--- config.mk ---
export PLATFORM = sky130hd
export DESIGN_NAME = closable_channel_fifo_top
export DESIGN_NICKNAME = d
export VERILOG_FILES = /design/src/rtl/ccf_pkg.sv /design/src/rtl/ccf_ctrl.sv /design/src/rtl/ccf_datapath.sv /design/src/rtl/closable_channel_fifo_top.sv
export SDC_FILE = /design/constraint.sdc
export NUM_CORES = 1
export LEC_CHECK = 0
export BUFFER_PORTS_ARGS = -buffer_cell sky130_fd_sc_hd__buf_2
export CORE_MARGIN = 5
export CORE_UTILIZATION = 24
export DETAILED_ROUTE_END_ITERATION = 10
export SYNTH_ARGS = -nofsm -noshare
export SYNTH_HDL_FRONTEND = slang
export SYNTH_SLANG_ARGS = --single-unit
--- constraint.sdc ---
create_clock -name clock -period 10 [get_ports clock]
set_input_delay 0 -clock clock [delete_from_list [all_inputs] [get_ports clock]]
set_output_delay 0 -clock clock [all_outputs]
set_load 0.005 [all_outputs]
--- src/rtl/ccf_pkg.sv ---
`timescale 1ns / 1ps
// ----------------------------------------------------------------------------
// ccf_pkg
// shared constants, command and status codes, and the controller command
// struct for the closable channel fifo
// ----------------------------------------------------------------------------
package ccf_pkg;

   // storage geometry
   localparam int unsigned DEPTH      = 16;
   localparam int unsigned PTR_W      = 4;    // index into the slot store
   localparam int unsigned CNT_W      = 5;    // fill count, 0 .. DEPTH
   localparam int unsigned DATA_WIDTH = 64;
   localparam int unsigned WAIT_W     = 8;

   localparam logic [CNT_W-1:0]  DEPTH_CNT   = 5'd16;
   localparam logic [CNT_W-1:0]  CAP_RESET   = 5'd16;
   localparam logic [WAIT_W-1:0] MAX_WAITERS = 8'd255;

   // command codes
   localparam logic [2:0] CMD_SEND     = 3'd0;
   localparam logic [2:0] CMD_TRY_SEND = 3'd1;
   localparam logic [2:0] CMD_RECEIVE  = 3'd2;
   localparam logic [2:0] CMD_CLOSE    = 3'd3;
   localparam logic [2:0] CMD_ARRIVE   = 3'd4;
   localparam logic [2:0] CMD_LEAVE    = 3'd5;
   localparam logic [2:0] CMD_QUERY    = 3'd6;

   // status codes
   localparam logic [1:0] ST_DONE   = 2'd0;
   localparam logic [1:0] ST_WAIT   = 2'd1;
   localparam logic [1:0] ST_CLOSED = 2'd2;

   // controller to datapath commands
   typedef struct packed {
      logic capture;   // take the request transfer into the input register
      logic execute;   // apply the command to the channel state
      logic load;      // move the finished result into the output register
   } dp_cmd_type;

endpackage

--- src/rtl/ccf_ctrl.sv ---
`timescale 1ns / 1ps
// ----------------------------------------------------------------------------
// ccf_ctrl
// sequencer: capture, execute, then hand the result to the output register
// ----------------------------------------------------------------------------
module ccf_ctrl (
   input  logic               clock,
   input  logic               reset,
   input  logic               req_valid,
   output logic               req_stall,
   output logic               rsp_valid,
   input  logic               rsp_stall,
   output ccf_pkg::dp_cmd_type dp_cmd
);

   localparam logic [1:0] S_IDLE = 2'd0;
   localparam logic [1:0] S_EXEC = 2'd1;
   localparam logic [1:0] S_DONE = 2'd2;

   logic [1:0] state_ff;
   logic [1:0] state_in;
   logic       rsp_valid_ff;
   logic       rsp_valid_in;
   logic       out_free;

   assign req_stall = (state_ff != S_IDLE);
   assign rsp_valid = rsp_valid_ff;
   assign out_free  = !rsp_valid_ff || !rsp_stall;

   always_comb begin
      dp_cmd       = '0;
      state_in     = state_ff;
      unique case (state_ff)
         S_IDLE: begin
            if (req_valid) begin
               dp_cmd.capture = 1'b1;
               state_in       = S_EXEC;
            end
         end
         S_EXEC: begin
            dp_cmd.execute = 1'b1;
            state_in       = S_DONE;
         end
         S_DONE: begin
            if (out_free) begin
               dp_cmd.load = 1'b1;
               state_in    = S_IDLE;
            end
         end
         default: begin
            state_in = S_IDLE;
         end
      endcase
   end

   always_comb begin
      if (dp_cmd.load) begin
         rsp_valid_in = 1'b1;
      end else if (rsp_valid_ff && !rsp_stall) begin
         rsp_valid_in = 1'b0;
      end else begin
         rsp_valid_in = rsp_valid_ff;
      end
   end

   always_ff @(posedge clock) begin
      if (reset) begin
         state_ff     <= S_IDLE;
         rsp_valid_ff <= 1'b0;
      end else begin
         state_ff     <= state_in;
         rsp_valid_ff <= rsp_valid_in;
      end
   end

   // accepted request goes straight to execute
   a_capture_exec: assert property (@(posedge clock) disable iff (reset)
      (req_valid && !req_stall) |=> (state_ff == S_EXEC))
      else $error("capture not followed by execute");

   a_exec_done: assert property (@(posedge clock) disable iff (reset)
      (state_ff == S_EXEC) |=> (state_ff == S_DONE))
      else $error("execute not followed by done");

   a_load_valid: assert property (@(posedge clock) disable iff (reset)
      dp_cmd.load |=> rsp_valid)
      else $error("loaded result not presented");

   a_done_hold: assert property (@(posedge clock) disable iff (reset)
      (state_ff == S_DONE && rsp_valid_ff && rsp_stall) |=> (state_ff == S_DONE))
      else $error("result overwrote a stalled transfer");

endmodule

--- src/rtl/ccf_datapath.sv ---
`timescale 1ns / 1ps
// ----------------------------------------------------------------------------
// ccf_datapath
// slot store, ring pointers, close flag, waiter count and result registers
// ----------------------------------------------------------------------------
module ccf_datapath (
   input  logic                                clock,
   input  logic                                reset,
   input  ccf_pkg::dp_cmd_type                 dp_cmd,
   input  logic                                csr_write_enable,
   input  logic [ccf_pkg::CNT_W-1:0]           csr_write_data,
   input  logic [2:0]                          req_command,
   input  logic [ccf_pkg::DATA_WIDTH-1:0]      req_data_in,
   output logic [1:0]                          rsp_status,
   output logic [ccf_pkg::DATA_WIDTH-1:0]      rsp_data_out,
   output logic [ccf_pkg::CNT_W-1:0]           rsp_fill_count,
   output logic                                rsp_is_closed,
   output logic                                rsp_handover_pending
);

   // slot store, no reset: a slot is read only after it was written
   logic [ccf_pkg::DATA_WIDTH-1:0] mem [ccf_pkg::DEPTH];

   // captured request
   logic [2:0]                     cmd_ff;
   logic [ccf_pkg::DATA_WIDTH-1:0] din_ff;

   // channel state
   logic [ccf_pkg::CNT_W-1:0]  cap_ff;
   logic [ccf_pkg::PTR_W-1:0]  head_ff,   head_in;
   logic [ccf_pkg::CNT_W-1:0]  held_ff,   held_in;
   logic                       closed_ff, closed_in;
   logic [ccf_pkg::WAIT_W-1:0] waiter_ff, waiter_in;

   // pending result
   logic [1:0]                     res_status_ff, res_status_in;
   logic                           res_take_ff,   res_take_in;
   logic [ccf_pkg::DATA_WIDTH-1:0] rd_data_ff;

   // output register
   logic [1:0]                     out_status_ff;
   logic [ccf_pkg::DATA_WIDTH-1:0] out_data_ff;
   logic [ccf_pkg::CNT_W-1:0]      out_fill_ff;
   logic                           out_closed_ff;
   logic                           out_hand_ff;

   logic [ccf_pkg::CNT_W-1:0] slot_total;
   logic                      handover;
   logic                      room;
   logic [ccf_pkg::CNT_W:0]   wr_sum;
   logic [ccf_pkg::CNT_W:0]   wr_wrap;
   logic [ccf_pkg::PTR_W-1:0] wr_idx;
   logic [ccf_pkg::CNT_W-1:0] head_inc;
   logic                      wr_en;
   logic                      rd_en;

   assign handover = (cap_ff == '0);
   always_comb begin
      priority if (handover) begin
         slot_total = ccf_pkg::CNT_W'(1);
      end else if (cap_ff > ccf_pkg::DEPTH_CNT) begin
         slot_total = ccf_pkg::DEPTH_CNT;
      end else begin
         slot_total = cap_ff;
      end
   end
   assign room = (held_ff < slot_total);

   // write slot: head plus fill, wrapped once at the slot total
   assign wr_sum  = {2'b00, head_ff} + {1'b0, held_ff};
   assign wr_wrap = (wr_sum >= {1'b0, slot_total}) ? (wr_sum - {1'b0, slot_total}) : wr_sum;
   assign wr_idx  = wr_wrap[ccf_pkg::PTR_W-1:0];
   assign head_inc = {1'b0, head_ff} + ccf_pkg::CNT_W'(1);

   always_comb begin
      head_in       = head_ff;
      held_in       = held_ff;
      closed_in     = closed_ff;
      waiter_in     = waiter_ff;
      res_status_in = ccf_pkg::ST_DONE;
      res_take_in   = 1'b0;
      wr_en         = 1'b0;
      rd_en         = 1'b0;
      unique case (cmd_ff)
         ccf_pkg::CMD_SEND: begin
            if (closed_ff) begin
               res_status_in = ccf_pkg::ST_CLOSED;
            end else if (!room) begin
               res_status_in = ccf_pkg::ST_WAIT;
            end else begin
               wr_en   = 1'b1;
               held_in = held_ff + ccf_pkg::CNT_W'(1);
            end
         end
         ccf_pkg::CMD_TRY_SEND: begin
            if (closed_ff) begin
               res_status_in = ccf_pkg::ST_CLOSED;
            end else if (!room || (handover && waiter_ff == '0)) begin
               res_status_in = ccf_pkg::ST_WAIT;
            end else begin
               wr_en   = 1'b1;
               held_in = held_ff + ccf_pkg::CNT_W'(1);
            end
         end
         ccf_pkg::CMD_RECEIVE: begin
            if (held_ff != '0) begin
               rd_en       = 1'b1;
               res_take_in = 1'b1;
               held_in     = held_ff - ccf_pkg::CNT_W'(1);
               head_in     = (head_inc >= slot_total) ? '0
                                                      : head_inc[ccf_pkg::PTR_W-1:0];
            end else if (closed_ff) begin
               res_status_in = ccf_pkg::ST_CLOSED;
            end else begin
               res_status_in = ccf_pkg::ST_WAIT;
            end
         end
         ccf_pkg::CMD_CLOSE: begin
            closed_in = 1'b1;
         end
         ccf_pkg::CMD_ARRIVE: begin
            if (waiter_ff < ccf_pkg::MAX_WAITERS) begin
               waiter_in = waiter_ff + ccf_pkg::WAIT_W'(1);
            end
         end
         ccf_pkg::CMD_LEAVE: begin
            if (waiter_ff != '0) begin
               waiter_in = waiter_ff - ccf_pkg::WAIT_W'(1);
            end
         end
         default: begin
            // query and the unused code change nothing
         end
      endcase
   end

   always_ff @(posedge clock) begin
      if (dp_cmd.capture) begin
         cmd_ff <= req_command;
         din_ff <= req_data_in;
      end
   end

   always_ff @(posedge clock) begin
      if (dp_cmd.execute && wr_en) begin
         mem[wr_idx] <= din_ff;
      end
      if (dp_cmd.execute && rd_en) begin
         rd_data_ff <= mem[head_ff];
      end
   end

   always_ff @(posedge clock) begin
      if (reset) begin
         cap_ff    <= ccf_pkg::CAP_RESET;
         head_ff   <= '0;
         held_ff   <= '0;
         closed_ff <= 1'b0;
         waiter_ff <= '0;
      end else if (csr_write_enable) begin
         cap_ff    <= csr_write_data;
         head_ff   <= '0;
         held_ff   <= '0;
         closed_ff <= 1'b0;
         waiter_ff <= '0;
      end else if (dp_cmd.execute) begin
         head_ff   <= head_in;
         held_ff   <= held_in;
         closed_ff <= closed_in;
         waiter_ff <= waiter_in;
      end
   end

   always_ff @(posedge clock) begin
      if (dp_cmd.execute) begin
         res_status_ff <= res_status_in;
         res_take_ff   <= res_take_in;
      end
   end

   // state registers already hold the post-command values when the result loads
   always_ff @(posedge clock) begin
      if (dp_cmd.load) begin
         out_status_ff <= res_status_ff;
         out_data_ff   <= res_take_ff ? rd_data_ff : '0;
         out_fill_ff   <= held_ff;
         out_closed_ff <= closed_ff;
         out_hand_ff   <= handover && (held_ff != '0) && !closed_ff;
      end
   end

   assign rsp_status           = out_status_ff;
   assign rsp_data_out         = out_data_ff;
   assign rsp_fill_count       = out_fill_ff;
   assign rsp_is_closed        = out_closed_ff;
   assign rsp_handover_pending = out_hand_ff;

endmodule

--- src/rtl/closable_channel_fifo_top.sv ---
`timescale 1ns / 1ps
// ----------------------------------------------------------------------------
// closable_channel_fifo_top
// bounded ring-buffer channel with close flag, waiter count and handover mode
// ----------------------------------------------------------------------------
//
//  port group | direction | handshake          | payload
//  -----------+-----------+--------------------+---------------------------------
//  req_       | in        | req_valid/stall    | command, data_in
//  rsp_       | out       | rsp_valid/stall    | status, data_out, fill_count,
//             |           |                    | is_closed, handover_pending
//  csr_       | in        | csr_write_enable   | capacity (5 bits)
//
//  - each command runs capture, execute (slot store access and state update),
//    then result load; the registered slot read sets the middle step
//  - a new request is taken once the previous result has moved to the output
//    register; while a response stalls, one more command runs up to its
//    result load, then the request side stalls until the output frees
//  - reset is synchronous: capacity 16, channel open, empty, no waiters;
//    slot data has no reset and no clearing pass
//  - a capacity write re-opens and empties the channel
//
module closable_channel_fifo_top (
   input  logic                           clock,
   input  logic                           reset,

   // request channel
   input  logic                           req_valid,
   output logic                           req_stall,
   input  logic [2:0]                     req_command,
   input  logic [ccf_pkg::DATA_WIDTH-1:0] req_data_in,

   // response channel
   output logic                           rsp_valid,
   input  logic                           rsp_stall,
   output logic [1:0]                     rsp_status,
   output logic [ccf_pkg::DATA_WIDTH-1:0] rsp_data_out,
   output logic [ccf_pkg::CNT_W-1:0]      rsp_fill_count,
   output logic                           rsp_is_closed,
   output logic                           rsp_handover_pending,

   // capacity register
   input  logic                           csr_write_enable,
   input  logic [ccf_pkg::CNT_W-1:0]      csr_write_data
);

   ccf_pkg::dp_cmd_type dp_cmd;

   // sequencer: one command in flight at a time
   ccf_ctrl u_ctrl (
      .clock     (clock),
      .reset     (reset),
      .req_valid (req_valid),
      .req_stall (req_stall),
      .rsp_valid (rsp_valid),
      .rsp_stall (rsp_stall),
      .dp_cmd    (dp_cmd)
   );

   // storage, pointers and result registers
   ccf_datapath u_datapath (
      .clock                (clock),
      .reset                (reset),
      .dp_cmd               (dp_cmd),
      .csr_write_enable     (csr_write_enable),
      .csr_write_data       (csr_write_data),
      .req_command          (req_command),
      .req_data_in          (req_data_in),
      .rsp_status           (rsp_status),
      .rsp_data_out         (rsp_data_out),
      .rsp_fill_count       (rsp_fill_count),
      .rsp_is_closed        (rsp_is_closed),
      .rsp_handover_pending (rsp_handover_pending)
   );

endmodule

Word level (Yosys, flattened, before mapping)
Memories as Yosys holds them, arrays and structs flattened. A register that Yosys moved wholly into a read port is not among the register bits.
Index checks and enable logic that the tools add are counted.
Storage, ports and cells
  register bits after elaboration: 169
  memory bits (writable): 1024
  output and inout bits: 75
  memories: 1
Memory list
  u_datapath.mem: words 16, width 64, rd ports 1, clocked after memory_dff 1, wr ports 1, RTL line ccf_datapath.sv:22  | logic [ccf_pkg::DATA_WIDTH-1:0] mem [ccf_pkg::DEPTH];
Cells by class
  add/subtract/negate cells: 7
  $lt $le $gt $ge: 5
  eq/ne operators: 16
  muxes and demuxes: 39
  reductions and logical operators: 28
Operators by type and width (number)
  $mux W5: 7
  $mux W1: 17
  $mux W8: 2
  $pmux W8 S2: 1
  $pmux W5 S3: 1
  $mux W2: 6
  $pmux W2 S3: 2
  $ne A2 B1 Y1 const B: 5
  $add A8 B1 Y8 const B: 1
  $logic_not A8 Y1: 1
  $lt A8 B8 Y1 const B: 1
  $mux W4: 2
  $ne A2 B2 Y1 const B: 4
  $reduce_bool A8 Y1: 1
  $sub A8 B1 Y8 const B: 1
  $reduce_and A7 Y1: 1
  $add A4 B5 Y6: 1
  $eq A3 B2 Y1 const B: 2
  $eq A3 B3 Y1 const B: 2
  $ge A6 B5 Y1: 1
  $logic_and A1 B1 Y1: 6
  $reduce_bool A2 Y1: 3
  $add A4 B1 Y5 const B: 1
  $add A5 B1 Y5 const B: 1
  20 further kinds: 25

Longest topological paths before layout
  depth after elaboration: 12
  depth in mapped cells: 17

Modules after synthesis
A second synthesis with hierarchy kept.
Second synthesis, totals
  cells, all modules: 1995
  area, all modules: 47390.5 um^2
By module, submodules not included
  ccf_datapath: times used 1, cells each 1979, area an instance 47244.1 um^2, sequential area each 37425.9 um^2
  ccf_ctrl: times used 1, cells each 16, area an instance 146.4 um^2, sequential area each 60.1 um^2

Worst setup path after synthesis
No wires, ideal clock.
  path type: reg2reg
  start: register u_datapath.head_ff[1] in the netlist's numbering
  end: memory u_datapath.mem[13][0] in the netlist's numbering (enable)
  setup time: 0.565 ns
  data arrival time: 7.520 ns
  path slack: 1.915 ns
  stages on the path, launching flop included: 15
  path buffers: 4
  period minus slack after synthesis: 8.085 ns
  cells stage by stage: dfxtp_1 > clkbuf_1 > buf_2 > buf_1 > inv_1 > fa_1 > inv_1 > ha_1 > a21boi_0 > o21ai_0 > a21oi_1 > buf_2 > and3_1 > nor2_1 > nor3_1
Between the ends
  cells in the longest elaborated chain, start to end: 3
RTL lines
  from (decl): RTL line ccf_datapath.sv:30  | logic [ccf_pkg::PTR_W-1:0] head_ff, head_in;
  from (signal assigned): RTL line ccf_datapath.sv:167  | head_ff <= head_in;
  $add A4 B5 Y6 (*): RTL line ccf_datapath.sv:70  | assign wr_sum = {2'b00, head_ff} + {1'b0, held_ff};
  $ge A6 B5 Y1 or $sub A4 B4 Y4 (tied branches): RTL line ccf_datapath.sv:71  | assign wr_wrap = (wr_sum >= {1'b0, slot_total}) ? (wr_sum - {1'b0, slot_total}) : wr_sum;
  $mux W4 (*): RTL line ccf_datapath.sv:71
  to (decl): RTL line ccf_datapath.sv:22
Every way passes the cells marked *; elsewhere a longest branch is shown, timed or not.

Worst setup path in the final report
  start: register u_datapath.head_ff[1] in the netlist's numbering
  end: memory u_datapath.mem[5][57] in the netlist's numbering (enable)
The elaborated chain is that of the path after synthesis.

==> results.toml <==
[yosys]
syn-num-nets = 2112
synth_area_leaders = "edfxtp_1, mux4_2, dfxtp_1, and2_1, ha_1"
syn-mean-instance-area_um2 = 23.6
postSynth.asyncResetShare_pct = 0
ys_warn_count = 0
synth-seq-cells = 1257
synth_edf_count = 1231
yosysUniqueCellTypes = 54
synth.most_common_cell = "edfxtp_1"
syn_inst = 2003
yosysTopAreaCell = "edfxtp_1"
synth_area_um2 = 47300
yosys-top-cells-count = "edfxtp_1, mux4_2, and2_1"
synthFlopType = "edfxtp_1"
synth_top_area_share_pct = 78.2
synth-seq-area-share_pct = 79.3

[global_route]
use_met2_pct = 18.5
gr-max-usage-layer = "met2"
grt_start_max_net_pins = 65
grt_pass1_wl_um = 160000
met3_usage_pct = 2.30
antenna_found_initial = 7
overflow = 0
gr-usage-met1_pct = 13.3
grt_usage_pct = 10.6
first_global_vias = 22963

[floorplan]
die_h_um = 454
die_area_um2 = 206000
core_area_um2 = 197000
rows = 163
die_w_um = 454
ios = 152
initial_core_util_pct = 24.0

[worst_setup_path]
worstPathRequired_ps = 10360
r2r_start = "u_datapath.head_ff[1]"
arrival_ps = 6610
startpoint_type = "flop"
path_max_fanout = 64
r2r_end = "u_datapath.mem[5][57]"
worst-setup-path-type = "reg -> reg"
cp_top_family = "compound AO/OA/AOI/OAI gates"
cp-end-kind = "flop"
cp_slowest_cell = "dfxtp_4"
startpoint = "u_datapath.head_ff[1]"
critical_path.max_stage_delay_ps = 1020
worstPathCellList = "ha_1 > a211oi_1 > nor2_1 > xor2_1 > ha_1 > a21oi_1 > o21ai_0 > a21oi_1 > nor3b_1 > o21ai_1 > nor2_4 > buf_4"
cp.buffers_inverters = 1
r2r_cells = 12
r2r_slack_ps = 3750

[clock_network]
cts_hold_buffers = 142
cts_buffers = 135
htree_levels = 4
cts-resized-gates = 0
cts-root-buf = "clkbuf_16"
cts.clk_slew.worst_paths_ps = 60
clock-sinks = 1257
tritoncts = "yes"
clockBufferDepth = 3
clk_latency_ps = 750
cts_setup_buffers = 0

[min_path]
hold_depth = 2
min_to = "u_datapath.din_ff[19]"
hp-class = "in -> reg"
hold_path.startpoint = "req_data_in[19]"

[pwr]
pwr_density_cell_nw_per_um2 = 191
peakVddDrop_mv = 0.181
p_leak_nw = 17.4

[sta]
min_period_over_period_pct = 62.5
fin_skew_ps = 22.6
slew_headroom_pct = 24.3
fmax_mhz = 160
setup_slack_ps = 3750
slew_viol_final = 0
setup_viol = 0
finalSetupTns_ps = 0
finalCriticalPeriod_ps = 6250
tightest_slew_ps = 1130
report.final.hold_viol_count = 0
rsz0062_at_grt = "false"

[place]
place_ws_ps = 3710
dp.cells = 4745
port_buffers = 151
dp_hpwl_um = 61500
place_congestion = 0.726

[cells_and_area]
finalNetCount = 2493
drive_above_1_share_pct = 29.4
fillers = 19133
final_util_pct = 29.0
instances_no_fill = 5124
area_growth_pct = 20.7

[drt]
vias_per_cell = 4.17
wirelength_um = 110000
wl_per_cell_um = 21.4
antenna_left = 0
vias = 21370
route.detailed.drc = 0
firstDrtPassIters = 5
drt-initial-drc-count = 1691

[flow_run]
maxCapViolCount = 0

[run_status]
outcome = "complete, no violations"
## worst max-delay path by stage
stage	depth (start not counted)	endpoint	slack [ps]
finish	12	u_datapath.mem[5][57]	3750
floorplan	14	u_datapath.mem[13][0]	1920
detailed placement	12	u_datapath.mem[5][4]	3710
CTS	12	u_datapath.mem[5][57]	3670
global placement	12	u_datapath.mem[5][52]	3740
global route	12	u_datapath.mem[5][3]	3280
## per-stage QoR
step | hold slack (ps) | area [um^2] | power [mW]
finish | 44.5 | 57000 | 10.9
floorplan | 98.9 | 47300 | 6.04
CTS | 8.28 | 57000 | 11.0
detailed placement | 179 | 51400 | 6.14
global placement | 180 | 51400 | 6.14
global route | 15.2 | 57000 | 11.2
## layout make-up
cell class | instances | area [um^2] | area share [%]
Sequential cell | 1257 | 37500 | 65.7
Multi-Input combinational cell | 632 | 9450 | 16.6
Clock buffer | 163 | 3550 | 6.22
Tap cell | 2640 | 3300 | 5.79
Timing Repair Buffer | 334 | 2480 | 4.36
Clock inverter | 69 | 653 | 1.15
Inverter | 24 | 92.6 | 0.162
Antenna cell | 5 | 12.5 | 0.0219
## placed cells by master, fill, tap and decap left out, drive strengths merged, types with 5 or more instances in the layout
cell | netlist | final
clkinvlp | 0 | 6
o211ai | 5 | 5
clkbuf | 53 | 163
dlygate4sd3 | 0 | 142
edfxtp | 1231 | 1231
xnor2 | 10 | 10
inv | 24 | 35
o21ai | 13 | 13
ha | 28 | 28
buf | 37 | 192
nor3b | 6 | 6
dfxtp | 26 | 26
mux2i | 9 | 9
diode | 0 | 5
bufinv | 0 | 10
o21a | 5 | 5
nor3 | 8 | 8
a21oi | 20 | 20
nand2 | 19 | 19
mux4 | 320 | 320
clkinv | 0 | 42
and2 | 64 | 64
and3 | 6 | 6
nand3 | 12 | 12
nand2b | 5 | 5
nor2 | 51 | 51
## power by group
part	internal (mW)	leakage, nW	total (mW)	switching, mW
registers	5.83	11.3	5.91	0.0775
logic	0.0781	4.00	0.161	0.0831
clock network	2.78	2.03	4.80	2.02
total	8.69	17.4	10.9	2.18
## logic make-up after synthesis
group / Yosys count / share of synthesized area [%]
compound gates: 65 / 0.881
xor+xnor: 14 / 0.259
fa+ha+maj: 32 / 0.910
buf+inv: 114 / 1.01
flops: 1257 / 79.3
mux: 331 / 15.5
simple gates: 190 / 2.16
## sequential cells by signal (all words and copies together), names as in the netlist
signal / count
u_datapath.cmd_ff: 3
u_datapath.res_status_ff: 2
u_datapath.held_ff: 5
u_datapath.rsp_fill_count: 5
u_datapath.rsp_status: 2
u_datapath.head_ff: 4
u_datapath.rsp_data_out: 64
u_datapath.waiter_ff: 8
u_datapath.din_ff: 64
u_datapath.res_take_ff: 1
u_datapath.rd_data_ff: 64
u_datapath.closed_ff: 1
u_ctrl.state_ff: 2
u_ctrl.rsp_valid: 1
u_datapath.rsp_handover_pending: 1
u_datapath.mem: 1024
u_datapath.rsp_is_closed: 1
u_datapath.cap_ff: 5
## metal layers
metal / part of all wire, % / routed length, um
met5: 0.012 / 13
met4: 1.8 / 1940
met3: 4.7 / 5200
met2: 52 / 56700
met1: 42 / 46000
Power figures use the tool's default switching activity.
